<file path="src/hdl/lph_fifo.sv">
// ----------------------------------------------------------------------------
// Two-entry queue
// Small decoupling queue with push/full and pop/empty sides.
// ----------------------------------------------------------------------------
module lph_fifo #(
  parameter int WIDTH = 8
) (
  input  logic             clk_i,
  input  logic             rst_ni,
  input  logic             push_i,
  input  logic [WIDTH-1:0] data_i,
  output logic             full_o,
  input  logic             pop_i,
  output logic [WIDTH-1:0] data_o,
  output logic             empty_o
);

  logic [WIDTH-1:0] mem_q [2];
  logic             wptr_q, wptr_d;
  logic             rptr_q, rptr_d;
  logic [1:0]       cnt_q, cnt_d;
  logic             do_push, do_pop;

  assign full_o  = cnt_q[1];
  assign empty_o = (cnt_q == 2'd0);
  assign data_o  = mem_q[rptr_q];
  assign do_push = push_i & ~full_o;
  assign do_pop  = pop_i & ~empty_o;

  // pointer and fill count update
  always_comb begin
    wptr_d = wptr_q ^ do_push;
    rptr_d = rptr_q ^ do_pop;
    cnt_d  = cnt_q;
    if (do_push && !do_pop) begin
      cnt_d = cnt_q + 2'd1;
    end else if (do_pop && !do_push) begin
      cnt_d = cnt_q - 2'd1;
    end
  end

  always_ff @(posedge clk_i or negedge rst_ni) begin
    if (!rst_ni) begin
      wptr_q <= 1'b0;
      rptr_q <= 1'b0;
      cnt_q  <= 2'd0;
    end else begin
      wptr_q <= wptr_d;
      rptr_q <= rptr_d;
      cnt_q  <= cnt_d;
    end
  end

  // storage
  always_ff @(posedge clk_i) begin
    if (do_push) begin
      mem_q[wptr_q] <= data_i;
    end
  end

endmodule

</file>
<file path="config.mk">
export PLATFORM = sky130hd
export DESIGN_NAME = lph_fifo
export DESIGN_NICKNAME = d
export VERILOG_FILES = /design/src/hdl/lph_fifo.sv
export SDC_FILE = /design/constraint.sdc
export NUM_CORES = 1
export LEC_CHECK = 0
export ABC_CLOCK_PERIOD_IN_PS = 1300
export BUFFER_PORTS_ARGS = -buffer_cell sky130_fd_sc_hd__buf_2
export CORE_AREA = 2 2 45 47
export CTS_CLUSTER_DIAMETER = 120
export CTS_CLUSTER_SIZE = 16
export DETAILED_ROUTE_END_ITERATION = 10
export DIE_AREA = 0 0 47 49
export PLACE_DENSITY = 0.7
export SLEW_MARGIN = 5
export SYNTH_ARGS = -nofsm -noshare
export SYNTH_HDL_FRONTEND = slang
export SYNTH_SLANG_ARGS = --single-unit
</file>
<file path="constraint.sdc">
create_clock -name clk_i -period 1.3 [get_ports clk_i]
set_input_delay 0.13 -clock clk_i [delete_from_list [all_inputs] [get_ports clk_i]]
set_output_delay 0.13 -clock clk_i [all_outputs]
set_load 0.02 [all_outputs]
</file>
# After elaboration in Yosys (flattened, before gate mapping)
# Memories as Yosys holds them, arrays and structs flattened.
# Cells that the tools add are included.
dict set report word_totals {
  ff_bits 4
  ramBits 16
  in_bits 12
  out_inout_bits 10
  mem_count 1
}
# name words width read_ports rd_ports_with_merged_regs wr line
set memory_table {}
lappend memory_table {mem_q 2 8 1 0 1 18} ;# logic [WIDTH-1:0] mem_q [2];
dict set report classes {
  addsub 2
  n_mux 4
  n_bitwise 6
  n_reduce_logical 6
}
# cell n
set ops {}
lappend ops {{two-way mux 2 bit} 2}
lappend ops {{adder 2 x 1 -> 2 bit (second input constant)} 1}
lappend ops {{AND 1 bit} 2}
lappend ops {{logical AND 1 bit} 2}
lappend ops {{logical NOT 1 bit} 2}
lappend ops {{logical NOT 2 bit} 1}
lappend ops {{two-way mux 1 bit} 2}
lappend ops {{NOT 1 bit} 2}
lappend ops {{nonzero test 2 bit} 1}
lappend ops {{subtractor 2 x 1 -> 2 bit (second input constant)} 1}
lappend ops {{XOR 1 bit} 2}

# Longest topological paths before layout
dict set report logic_depth {
  word_depth 6
  mapped_depth 5
}

# Worst setup path after synthesis
# Ideal clock, no wire load.
dict set report synth_timing {
  path_kind {reg-to-reg}
  start {register cnt_q[1]}
  end {memory mem_q[0][0] (enable)}
  setup_ns 0.332
  arrival_ns 1.026
  slack_ns -0.058
  stages_incl_launch_ff 3
  path_buffers 0
  cell_sequence {dfrtp_1 nor2b_1 ha_1}
}
dict set report synth_between {
  elab_chain_len 4
}
# element line
set synth_lines {}
lappend synth_lines {{start, declared} 21} ;# logic [1:0] cnt_q, cnt_d;
lappend synth_lines {{start signal, assigned} 50} ;# cnt_q <= cnt_d;
lappend synth_lines {{NOT 1 bit} 27} ;# assign do_push = push_i & ~full_o;
lappend synth_lines {{AND 1 bit} 27}
lappend synth_lines {{two-way mux 1 bit} 56} ;# if (do_push) begin
lappend synth_lines {{two-way mux 1 bit (implied by the code)} 57} ;# mem_q[wptr_q] <= data_i;
lappend synth_lines {{end, declared} 18}
# Every way passes these cells.

# Worst setup path in the final report
dict set report layout_timing {
  start {register rptr_q}
  end {output data_o[1]}
}
dict set report layout_between {
  elab_chain_len 1
}
# element line
set layout_lines {}
lappend layout_lines {{start, declared} 20} ;# logic rptr_q, rptr_d;
lappend layout_lines {{start signal, assigned} 49} ;# rptr_q <= rptr_d;
lappend layout_lines {{memory read (2 x 8 bit)} n/a}
lappend layout_lines {{end, declared} 14} ;# output logic [WIDTH-1:0] data_o,
# Every way passes these cells.

==> flow_metrics.py <==
metrics = {
    "floorplanning": {
        "fp.coreArea_um2": 1840,
        "dieWidth_um": 47,
        "placement_rows": 16,
        "initial_utilization": 0.421,
        "design.die.area_um2": 2300,
        "die_h_um": 49,
        "io-pin-count": 22,
    },
    "placed_design": {
        "post_dp_cell_area_um2": 970,
        "dp.final_hpwl_um": 881,
        "place_ws_ns": 0.0222,
        "globalplace.congestion": 0.692,
        "total_of_buffers_placed_on_input_and_output_ports": 21,
    },
    "critical_path": {
        "crit_type": "flop to output port",
        "required_ns": 1.17,
        "arrival_ns": 1.29,
        "rr_worst_depth": 4,
        "start_kind": "flop",
        "crit_fanout": 3,
        "endpoint_kind": "output port",
    },
    "synthesis": {
        "register_bit_total_from_synthesis": 20,
        "synthesis.instances": 42,
        "avgSynthCellArea_um2": 18.4,
        "share_of_synthesized_area_occupied_by_flip_flops_and_latches": 0.750,
        "syn_nets": 57,
        "synth.lib_cells_used.distinct": 11,
        "mappedNetlistArea_um2": 774,
        "synth-warning-count": 0,
    },
    "sta": {
        "timing.final.ws_setup_ns": -0.121,
        "final-max-slew-violation-count": 0,
        "rsz0062_at_grt": "true",
        "timing_worst_slew_pin_value_ns": 0.130,
        "finalHoldViolCount": 0,
        "maxSlewHeadroom": 0.913,
        "final.period_utilization": 1.09,
        "fin_crit_ns": 1.42,
        "timing.clock.skew_ns": 0.00446,
        "timing.final.setup_violations": 8,
        "maxClockFrequency_mhz": 704,
    },
    "detailed_routing": {
        "drt_pre_antenna_iters": 1,
        "drt-total-wl_um": 1360,
        "vias": 454,
        "detailedRoute.firstIterationViolations": 0,
        "antenna_violating_nets_post_route": 0,
        "post_drt_wl_per_cell_um": 13.0,
        "avgViaCountPerCell": 4.32,
        "detail_route.drc_violations": 0,
    },
    "power_and_ir_drop": {
        "sw_frac_of_total": 0.315,
        "switching_power_uw": 794,
        "power_per_cell_area_nw_per_um2": 2220,
        "internal_power_mw": 1.73,
        "clock_network_fraction_of_design_power": 0.138,
        "power.leakage_nw": 0.472,
        "ir_worst_vdd_v": 0.00117,
        "power.share.combinational": 0.483,
        "power.sequential.fraction": 0.378,
    },
    "run_status": {
        "violations": "negative setup slack",
        "status": "finished, violations left",
    },
    "global_routing": {
        "vias_in_the_first_global_route": 483,
        "grt_util_all_layers": 0.124,
        "grt_antenna_before_repair": 0,
        "pin_count_of_the_biggest_net_entering_global_routing": 12,
        "gr-total-overflow": 0,
        "first_pass_grt_wire_length_um": 2010,
    },
    "clock_network": {
        "cts.reportedPaths.clkPinSlew_ns": 0.11,
        "tritoncts": "yes",
        "cts-htree-levels": 1,
        "clock_sinks": 20,
        "worst_skew_pair.late_latency_ns": 0.29,
        "clock-root-buffer": "sky130_fd_sc_hd__clkbuf_4",
        "cts_buffer_depth": 2,
        "number_of_cts_inserted_buffers": 3,
    },
    "finish": {
        "flow.area_growth_from_synthesis_pct": 46.5,
        "fin_area_um2": 1130,
        "diodes": 0,
        "final_layout_size_suffix_gt1_frac": 0.628,
        "layout_commonest_cell": "sky130_fd_sc_hd__edfxtp_1",
        "finish.net_count": 94,
        "most-common-layout-cells": "16 x sky130_fd_sc_hd__edfxtp_1, 12 x sky130_fd_sc_hd__buf_2, 9 x sky130_fd_sc_hd__buf_6, 9 x sky130_fd_sc_hd__buf_4, 8 x sky130_fd_sc_hd__mux2_2",
        "n_fill_cell": 154,
    },
    "job": {
        "drv.max_cap_violation_count": 0,
    },
    "hold_path": {
        "timing.hold.worst.class": "primary input to flop",
        "hold_depth": 1,
    },
}
-- cell type report --
cell class,count,area [um^2],area share
sequential,20,583,0.514
timing repair buffer,33,279,0.246
inverter,2,7.51,0.00662
multi-input combinational,19,195,0.172
clock buffer,4,36.3,0.0320
tap,27,33.8,0.0298
-- cells by family (layout without fill, tap and decap cells) --
family	Yosys count	count (layout)	share of synthesized area
XOR/XNOR	4	4	0.0452
flip-flops	20	20	0.750
multiplexers	8	8	0.116
AO/OA/AOI/OAI	1	1	0.00646
AND/OR/NAND/NOR	3	3	0.0178
adder cells (fa/ha/maj)	3	3	0.0485
buffers and inverters	3	39	0.0162
-- metrics by stage --
stage	std cells	hold slack, ns	power, mW	setup TNS (ns)	util
after global placement	93	-0.0562	1.82	0	0.526
after detailed placement	93	-0.0560	1.84	0	0.526
after floorplan	42	-0.166	1.52	-0.286	-
after CTS	102	0.0134	2.36	-0.900	0.582
final	105	0.0223	2.52	-0.878	0.616
after global routing	105	0.00204	2.67	-1.34	0.616
-- Yosys cell counts --
master | number | area [um^2]
sky130_fd_sc_hd__edfxtp_1 | 16 | 480
sky130_fd_sc_hd__mux2_2 | 8 | 90.1
sky130_fd_sc_hd__dfrtp_1 | 4 | 100
sky130_fd_sc_hd__ha_1 | 3 | 37.5
sky130_fd_sc_hd__inv_1 | 2 | 7.51
sky130_fd_sc_hd__nor2_1 | 2 | 7.51
sky130_fd_sc_hd__xnor2_1 | 2 | 17.5
sky130_fd_sc_hd__xor2_1 | 2 | 17.5
sky130_fd_sc_hd__buf_2 | 1 | 5.00
sky130_fd_sc_hd__nor2b_1 | 1 | 6.26
sky130_fd_sc_hd__o21ai_1 | 1 | 5.00
-- power groups by stage --
stage	Sequential, mW	Clock, mW	Combinational (mW)
floorplan	0.967	0	0.555
global placement	0.994	0	0.823
detailed placement	1.00	0	0.836
CTS	0.946	0.359	1.06
global route	0.974	0.385	1.31
finish	0.954	0.348	1.22
-- registers in the layout, indices dropped and copies added, names as in the netlist --
signal  flops
cnt_q       2
mem_q      16
rptr_q      1
wptr_q      1
-- timing repair --
action / 4_1_cts / 5_1_grt
hold buffers: 1 / 0
pin swaps: 0 / 3
resized for setup: 10 / 13
buffers inserted: 4 / 3
endpoints found under the hold margin: 4 / 0
endpoints found under the setup margin: 8 / 25
-- per-layer routing --
metal  routed length, um  global-route usage  up-vias
met4                   0              0.0417        0
li1                    -                   -      221
met5                   0                   0        -
met1                 546               0.138      219
met2                 741               0.208       14
met3                  76              0.0481        0
-- path summary, 6_finish.rpt --
kind,startpoint,to,slack [ns]
min in group asynchronous,rst_ni,cnt_q[1]$_DFFE_PN0P_,0.16
min,data_i[4],mem_q[0][4]$_DFFE_PP_,0.02
max,rptr_q$_DFF_PN0_,data_o[1],-0.12
max in group asynchronous,rst_ni,rptr_q$_DFF_PN0_,1.00
min reg2reg,cnt_q[0]$_DFFE_PN0P_,cnt_q[0]$_DFFE_PN0P_,0.60
max reg2reg,cnt_q[1]$_DFFE_PN0P_,cnt_q[1]$_DFFE_PN0P_,0.01
-- worst max-delay path: stages (launching register included) --
cell	delay [ns]
sky130_fd_sc_hd__dfrtp_2	0.40
sky130_fd_sc_hd__buf_4	0.13
sky130_fd_sc_hd__mux2_2	0.34
sky130_fd_sc_hd__buf_6	0.13
(Power assumes the default switching activity.)
