==> src/hdl/lph_pkg.sv <==
// ----------------------------------------------------------------------------
// Linear probe hash table package
// Shared constants, command and status codes, and the result beat layout.
// ----------------------------------------------------------------------------
package lph_pkg;

  // Default sizing handed to the top level parameters
  localparam int DefMaxSlots  = 256;
  localparam int DefValueBits = 32;

  // Fixed field widths
  localparam int CMD_W    = 2;
  localparam int KEY_W    = 32;
  localparam int DATA_W   = 32;
  localparam int STATUS_W = 3;
  localparam int SLOT_W8  = 8;
  localparam int LIVE_W   = 9;
  localparam int LG_W     = 4;

  // Size register reset and lower clamp
  localparam logic [LG_W-1:0] LG_RESET = 4'd8;
  localparam logic [LG_W-1:0] LG_MIN   = 4'd3;

  // Hash mixing multiplier
  localparam logic [KEY_W-1:0] HASH_MUL = 32'h045d9f3b;

  typedef enum logic [CMD_W-1:0] {
    CMD_LOOKUP = 2'd0,
    CMD_INSERT = 2'd1,
    CMD_REMOVE = 2'd2,
    CMD_CLEAR  = 2'd3
  } cmd_e;

  typedef enum logic [STATUS_W-1:0] {
    STAT_FOUND     = 3'd0,
    STAT_UPDATED   = 3'd1,
    STAT_INSERTED  = 3'd2,
    STAT_NOT_FOUND = 3'd3,
    STAT_REMOVED   = 3'd4,
    STAT_FULL_CLR  = 3'd5
  } status_e;

  typedef struct packed {
    status_e             status;
    logic [DATA_W-1:0]   data_out;
    logic [SLOT_W8-1:0]  slot;
    logic [LIVE_W-1:0]   live_entries;
  } lph_result_t;

endpackage

==> src/hdl/lph_front.sv <==
// ----------------------------------------------------------------------------
// Hash table front end
// Accepts command beats, hashes the key and reduces it to a home slot.
// ----------------------------------------------------------------------------
module lph_front
  import lph_pkg::*;
#(
  parameter int MAX_SLOTS = DefMaxSlots,
  parameter int SLOT_W    = $clog2(MAX_SLOTS),
  parameter int SZ_W      = SLOT_W + 1,
  parameter int ENT_W     = CMD_W + KEY_W + DATA_W + SLOT_W
) (
  input  logic              clk_i,
  input  logic              rst_ni,
  input  logic              push,
  output logic              full,
  input  logic [CMD_W-1:0]  command_i,
  input  logic [KEY_W-1:0]  key_i,
  input  logic [DATA_W-1:0] data_in_i,
  input  logic [SZ_W-1:0]   size_i,
  output logic              q_push_o,
  output logic [ENT_W-1:0]  q_data_o,
  input  logic              q_full_i
);

  typedef enum logic [4:0] {
    F_IDLE   = 5'b00001,
    F_MUL1   = 5'b00010,
    F_MUL2   = 5'b00100,
    F_REDUCE = 5'b01000,
    F_PUSH   = 5'b10000
  } front_state_e;

  front_state_e      state_q, state_d;
  logic [1:0]        step_q, step_d;
  logic [CMD_W-1:0]  cmd_q, cmd_d;
  logic [KEY_W-1:0]  key_q, key_d;
  logic [DATA_W-1:0] data_q, data_d;
  logic [KEY_W-1:0]  x_q, x_d;
  logic [SLOT_W-1:0] rem_q, rem_d;

  logic [2*KEY_W-1:0] prod;
  logic [KEY_W-1:0]   mixed;
  logic [SLOT_W:0]    rw;
  logic [SLOT_W-1:0]  rem_step;

  assign full     = (state_q != F_IDLE);
  assign q_data_o = {cmd_q, key_q, data_q, rem_q};
  assign q_push_o = (state_q == F_PUSH);

  // one multiply round followed by the xor-shift fold
  assign prod  = (2*KEY_W)'(x_q) * (2*KEY_W)'(HASH_MUL);
  assign mixed = prod[KEY_W-1:0] ^ {16'd0, prod[KEY_W-1:16]};

  // remainder by the active size, eight hash bits per step
  always_comb begin
    rem_step = rem_q;
    rw       = '0;
    for (int i = 0; i < 8; i++) begin
      rw = {rem_step, x_q[KEY_W-1-i]};
      if (rw >= size_i) begin
        rw = rw - size_i;
      end
      rem_step = rw[SLOT_W-1:0];
    end
  end

  // sequencer
  always_comb begin
    state_d = state_q;
    step_d  = step_q;
    cmd_d   = cmd_q;
    key_d   = key_q;
    data_d  = data_q;
    x_d     = x_q;
    rem_d   = rem_q;
    case (state_q)
      F_IDLE: begin
        if (push) begin
          cmd_d  = command_i;
          key_d  = key_i;
          data_d = data_in_i;
          x_d    = key_i ^ {16'd0, key_i[KEY_W-1:16]};
          rem_d  = '0;
          step_d = 2'd0;
          state_d = (cmd_e'(command_i) == CMD_CLEAR) ? F_PUSH : F_MUL1;
        end
      end
      F_MUL1: begin
        x_d     = mixed;
        state_d = F_MUL2;
      end
      F_MUL2: begin
        x_d     = mixed;
        state_d = F_REDUCE;
      end
      F_REDUCE: begin
        rem_d  = rem_step;
        x_d    = {x_q[KEY_W-9:0], 8'd0};
        step_d = step_q + 2'd1;
        if (step_q == 2'd3) begin
          state_d = F_PUSH;
        end
      end
      F_PUSH: begin
        if (!q_full_i) begin
          state_d = F_IDLE;
        end
      end
      default: begin
        state_d = F_IDLE;
      end
    endcase
  end

  always_ff @(posedge clk_i or negedge rst_ni) begin
    if (!rst_ni) begin
      state_q <= F_IDLE;
      step_q  <= 2'd0;
    end else begin
      state_q <= state_d;
      step_q  <= step_d;
    end
  end

  always_ff @(posedge clk_i) begin
    cmd_q  <= cmd_d;
    key_q  <= key_d;
    data_q <= data_d;
    x_q    <= x_d;
    rem_q  <= rem_d;
  end

endmodule

==> config.mk <==
export PLATFORM = sky130hd
export DESIGN_NAME = lph_front
export DESIGN_NICKNAME = d
export VERILOG_FILES = /design/src/hdl/lph_pkg.sv /design/src/hdl/lph_front.sv
export SDC_FILE = /design/constraint.sdc
export NUM_CORES = 1
export LEC_CHECK = 0
export ABC_CLOCK_PERIOD_IN_PS = 37600
export BUFFER_PORTS_ARGS = -buffer_cell sky130_fd_sc_hd__buf_2
export CORE_AREA = 2 2 198 180
export DETAILED_ROUTE_END_ITERATION = 12
export DIE_AREA = 0 0 200 182
export PLACE_DENSITY_LB_ADDON = 0.2
export SYNTH_ARGS = -nofsm -noshare
export SYNTH_HDL_FRONTEND = slang
export SYNTH_SLANG_ARGS = --single-unit
==> constraint.sdc <==
create_clock -name clk_i -period 37.6 [get_ports clk_i]
set_input_delay 3.76 -clock clk_i [delete_from_list [all_inputs] [get_ports clk_i]]
set_output_delay 3.76 -clock clk_i [all_outputs]
set_load 0.01 [all_outputs]
======== Word level (Yosys, flattened, before mapping) ========
Index checks and enable logic that the tools add are counted.
word-level totals
  register bits after elaboration ......... 113
  input port bits ......................... 79
operators by class
  add/subtract/negate cells ............... 9
  multiply operators ...................... 1
  $lt $le $gt $ge ......................... 8
  equal/unequal tests ..................... 11
  multiplexer cells ....................... 19
  bitwise logic cells ..................... 2
  reductions and logical operators ........ 7
operator list
  cell                                                                      count
  32-bit one-hot mux with 3 select lines                                    1
  9-bit greater-or-equal comparator                                         8
  8-bit two-way mux                                                         9
  8-bit subtractor                                                          8
  32-bit by 16-bit XOR with 32-bit output                                   2
  32-bit by 27-bit multiplier with 32-bit output (second input constant)    1
  32-bit two-way mux                                                        1
  5-bit one-hot mux with 5 select lines                                     1
  5-bit two-way mux                                                         4
  8-bit one-hot mux with 2 select lines                                     1
  2-bit inequality test (second input constant)                             3
  2-bit AND reduction                                                       3
  5-bit by 1-bit == test with 1-bit output (second input constant)          1
  5-bit by 2-bit == test with 1-bit output (second input constant)          1
  5-bit by 3-bit == test with 1-bit output (second input constant)          1
  5-bit by 4-bit == test with 1-bit output (second input constant)          1
  5-bit == test (second input constant)                                     1
  5-bit by 1-bit inequality test with 1-bit output (second input constant)  1
  2-bit == test (second input constant)                                     2
  2-bit one-hot mux with 2 select lines                                     1
  3-bit AND reduction                                                       1
  3-bit nonzero test                                                        1
  2-bit by 1-bit adder with 2-bit output (second input constant)            1
  2-bit two-way mux                                                         1
  other kinds (2)                                                           2

======== Depth between registers and ports, before layout ========
  depth in word-level cells ............... 17
  gate-level depth with buffers ........... 72
  depth with buffers taken out ............ 69

======== Least setup slack after synthesis ========
No wires, ideal clock.
  kind .................................... input to register
  from .................................... in size_i[1]
  to ...................................... reg rem_q[3] (data pin)
  setup time .............................. 0.270 ns
  data arrival time ....................... 17.218 ns
  data required time ...................... 37.330 ns
  setup slack ............................. 20.113 ns
  stages on the path ...................... 70
  cells stage by stage .................... inv_1 > ha_1 > nor2b_4 > o31a_1 > nor4_4 > o31ai_2 > and2_1 > buf_6 > o21ai_0 > inv_1 > ha_1 > nor2b_1 > o31a_1 > o21ai_1 > a21oi_1 > or2_2 > clkbuf_1 > o31ai_1 > [... 34 more ...] > ha_1 > nor2b_1 > o21ai_0 > nand2b_1 > a21o_1 > a31o_2 > a211oi_2 > mux2i_1 > ha_1 > nor2b_1 > o21ai_0 > a21boi_0 > o21ai_0 > a21oi_1 > nor3_1 > o21a_1 > or3_1 > a21oi_1
on the way
  cells in the longest elaborated chain, start to end .. 17
  elaborated cells between the ends (all ways) .. 25
ends and longest elaborated chain
  element                                                                       RTL line                          source
  from (decl)                                                                   lph_front.sv:20                   input logic [SZ_W-1:0] size_i,
  8-bit subtractor / 9-bit greater-or-equal comparator (equally long branches)  lph_front.sv:62, lph_front.sv:61
  8-bit two-way mux                                                             lph_front.sv:61                   if (rw >= size_i) begin
  8-bit subtractor / 9-bit greater-or-equal comparator (equally long branches)  lph_front.sv:62, lph_front.sv:61
  8-bit two-way mux                                                             lph_front.sv:61
  8-bit subtractor / 9-bit greater-or-equal comparator (equally long branches)  lph_front.sv:62, lph_front.sv:61
  8-bit two-way mux                                                             lph_front.sv:61
  8-bit subtractor / 9-bit greater-or-equal comparator (equally long branches)  lph_front.sv:62, lph_front.sv:61
  8-bit two-way mux                                                             lph_front.sv:61
  8-bit subtractor / 9-bit greater-or-equal comparator (equally long branches)  lph_front.sv:62, lph_front.sv:61
  8-bit two-way mux                                                             lph_front.sv:61
  8-bit subtractor / 9-bit greater-or-equal comparator (equally long branches)  lph_front.sv:62, lph_front.sv:61
  8-bit two-way mux                                                             lph_front.sv:61
  8-bit subtractor / 9-bit greater-or-equal comparator (equally long branches)  lph_front.sv:62, lph_front.sv:61
  8-bit two-way mux                                                             lph_front.sv:61
  9-bit greater-or-equal comparator / 8-bit subtractor (equally long branches)  lph_front.sv:61, lph_front.sv:62
  8-bit two-way mux (*)                                                         lph_front.sv:61
  8-bit one-hot mux with 2 select lines (*)                                     lph_front.sv:77                   case (state_q)
  to (signal assigned)                                                          lph_front.sv:131                  rem_q <= rem_d;
  to (decl)                                                                     lph_front.sv:40                   logic [SLOT_W-1:0] rem_q, rem_d;
Mark *: on every way between the ends. The rest lies on a longest branch, timed or not.
A chain may end at the register's enable or synchronous reset.

======== Worst setup path in the final report ========
  from .................................... in size_i[2]
  to ...................................... reg rem_q[3] (data pin)
on the way
  cells in the longest elaborated chain, start to end .. 17
  elaborated cells between the ends (all ways) .. 25
ends and longest elaborated chain
  element                                                                       RTL line
  8-bit subtractor / 9-bit greater-or-equal comparator (equally long branches)  lph_front.sv:62, lph_front.sv:61
  8-bit two-way mux                                                             lph_front.sv:61
  8-bit subtractor / 9-bit greater-or-equal comparator (equally long branches)  lph_front.sv:62, lph_front.sv:61
  8-bit two-way mux                                                             lph_front.sv:61
  8-bit subtractor / 9-bit greater-or-equal comparator (equally long branches)  lph_front.sv:62, lph_front.sv:61
  8-bit two-way mux                                                             lph_front.sv:61
  8-bit subtractor / 9-bit greater-or-equal comparator (equally long branches)  lph_front.sv:62, lph_front.sv:61
  8-bit two-way mux                                                             lph_front.sv:61
  8-bit subtractor / 9-bit greater-or-equal comparator (equally long branches)  lph_front.sv:62, lph_front.sv:61
  8-bit two-way mux                                                             lph_front.sv:61
  8-bit subtractor / 9-bit greater-or-equal comparator (equally long branches)  lph_front.sv:62, lph_front.sv:61
  8-bit two-way mux                                                             lph_front.sv:61
  9-bit greater-or-equal comparator / 8-bit subtractor (equally long branches)  lph_front.sv:61, lph_front.sv:62
  8-bit two-way mux                                                             lph_front.sv:61
  8-bit subtractor / 9-bit greater-or-equal comparator (equally long branches)  lph_front.sv:62, lph_front.sv:61
  8-bit two-way mux (*)                                                         lph_front.sv:61
  8-bit one-hot mux with 2 select lines (*)                                     lph_front.sv:77
Marks and branches as above.

==> impl_metrics.yaml <==
global_routing:
  groute.usage.overall_pct: 27.6
  overflow: 0
  grt_start_max_net_pins: 67
  grt_pass1_vias: 13100
  antenna_found_initial: 0
  grt_pass1_wl_um: 74700
die:
  die_area_um2: 36400
  start_util_pct: 49.1
  ioPinCount: 155
  die_h_um: 182
  die_x_um: 200
  placementRows: 65
  coreArea_um2: 34600
setup_path:
  path_max_fanout: 13
  max_stage_delay_ns: 0.68
  critPathRequiredTime_ns: 37.73
  arrival_ns: 20.24
  slowest_stage: "o311ai_2"
  critPathKind: "in -> reg"
  start_kind: "primary input"
  end_kind: "flip-flop"
job:
  cap_violations: 0
detailed_routing:
  via_per_inst: 5.38
  drt_iter0_drc: 886
  ant_nets: 0
  avgRoutedWirePerCell_um: 20.4
  drc: 0
  drt_wl_total_um: 47400
  dr.pass1.iters: 5
  vias: 12500
timing:
  worst_pin_slew_ns: 1.08
  setup_viol: 0
  max_freq_mhz: 49.7
  maxSlewViolCount: 0
  hold_viol: 0
  setup_ws_ns: 17.49
  post-route-period-util_pct: 53.5
  finClkSkew_ns: 0.00887
  relSlewSlack_pct: 27.5
  finalSetupTns_ns: 0
  rsz0062_at_grt: "false"
  finalCriticalPeriod_ns: 20.11
clocking:
  cts_setup_buffers: 0
  cts_max_path_buffers: 2
  postCtsResizedCells: 0
  htreeDepth: 4
  path_clk_slew_ns: 0.06
  postCtsHoldBufs: 0
  clkLatencyLatePin_ns: 0.41
  cts-buffers-inserted: 17
  cts_root_buf: "clkbuf_16"
  tritoncts: "done"
  clock_sinks: 113
logic_synthesis:
  async_flop_share_pct: 6.19
  synth-adder-area-share_pct: 44.5
  netlist_instances: 1686
  ys_warn_count: 0
  synth_cell_types: 72
  yosysSeqAreaShare_pct: 19.8
  synth-edff-count: 106
  syn_area_per_cell_um2: 10.1
  synth-compound-area-share_pct: 11.1
  synth_top_family_by_area: "adder cells"
  yosys_most_used_dff: "edfxtp_1"
  synth.ff_latch_count: 113
  syn_area_um2: 17000
  syn-num-nets: 2231
  synthXorXnorAreaFrac_pct: 6.59
  synthMuxAreaShare_pct: 1.25
  synth-simple-area-share_pct: 7.31
placement:
  portBuffers: 154
  place_ws_ns: 17.44
  dpl.hpwl_um: 40300
  place_congestion: 0.927
hold_path:
  min_path_type: "reg -> reg"
layout:
  final_cell_mix: "inv_1, ha_1, fa_1, buf_2, edfxtp_1"
  nets: 2390
  final_common_cell: "inv_1"
  drive_above_1_share_pct: 12.4
  n_antenna_cell: 0
  fillers: 3148
  area_growth_pct: 11.2
run_status:
  status: "finished, final reports clean"
-- critical path: cells and delay by family --
kind | cells | cell delay (ns)
multiplexers | 1 | 0.45
adder cells (fa/ha/maj) | 8 | 2.75
AND/OR/NAND/NOR | 16 | 3.12
buffers and inverters | 9 | 1.25
AO/OA/AOI/OAI | 35 | 8.91
-- final timing paths --
path | from | end | slack (ns) | depth (start not counted)
worst max-delay path | size_i[2] | rem_q[3] | 17.49 | 69
worst min-delay path | step_q[0] | step_q[0] | 0.50 | 1
worst max register to register | x_q[31] | rem_q[3] | 20.80 | 68
worst min register to register | step_q[0] | step_q[0] | 0.50 | 1
max in group asynchronous | rst_ni | state_q[0] | 34.20 | 1
min in group asynchronous | rst_ni | step_q[1] | 3.17 | 1
-- cell type report --
cell class	instances	area [um^2]	area share, %
Multi-Input combinational cell	1145	12000	63.7
Clock buffer	17	425	2.26
Tap cell	469	587	3.11
Inverter	409	1540	8.14
Timing Repair Buffer	159	808	4.28
Sequential cell	113	3360	17.8
Clock inverter	15	139	0.736
-- kinds of logic (layout without fill, tap and decap cells) --
logic type / Yosys count / after routing
adders and majority gates: 466 / 466
buffers and inverters: 428 / 600
AOI/OAI and AO/OA: 285 / 285
and+or+nand+nor: 249 / 249
DFF: 113 / 113
muxes: 19 / 19
xor gates and xnor gates: 126 / 126
-- synthesized netlist by cell type, types with 6 or more instances --
cell type	n	area, um^2
a211oi_1	10	75.1
a21boi_0	6	45.0
a21o_1	27	203
a21oi_1	64	320
a22oi_1	22	165
a31oi_1	6	37.5
and3_1	10	62.6
clkbuf_1	16	60.1
dfrtp_1	6	150
edfxtp_1	106	3180
fa_1	228	4560
ha_1	238	2980
inv_1	409	1540
mux2_2	13	146
nand2_1	62	233
nand2b_1	11	68.8
nand3_1	26	130
nand4_1	14	87.6
nor2_1	61	229
nor2b_1	18	113
nor3_1	16	80.1
o211ai_1	13	97.6
o21a_1	22	165
o21ai_0	63	315
o22ai_1	7	43.8
o31ai_1	6	45.0
or2_2	8	50.1
or3_1	6	37.5
xnor2_1	92	806
xor2_1	33	289
-- flip-flops by register name, indices dropped and copies added (netlist names) --
signal and flops:
key_q 32, step_q 2, x_q 32, rem_q 8
state_q 5, cmd_q 2, data_q 32
-- metal layers --
layer / vias up / global-route usage (%) / share of wire [%]
met5: - / 0 / 0
met4: 0 / 7.08 / 2.2
met3: 51 / 7.23 / 9.2
met2: 492 / 38.6 / 41
met1: 6083 / 42.0 / 47
li1: 5885 / - / -
-- through the flow --
step | instance area, um^2 | cells | hold WS [ns] | utilization [%]
after floorplan | 17000 | 1686 | 0.462 | -
after CTS | 18900 | 2327 | 0.509 | 54.6
after global placement | 18300 | 2295 | 0.486 | 52.9
after global routing | 18900 | 2327 | 0.551 | 54.6
after detailed placement | 18300 | 2295 | 0.501 | 52.9
final | 18900 | 2327 | 0.499 | 54.6
Power is left out: the tool's default activity adds up to more than one toggle a clock period on the data nets, which glitch-free logic cannot reach.
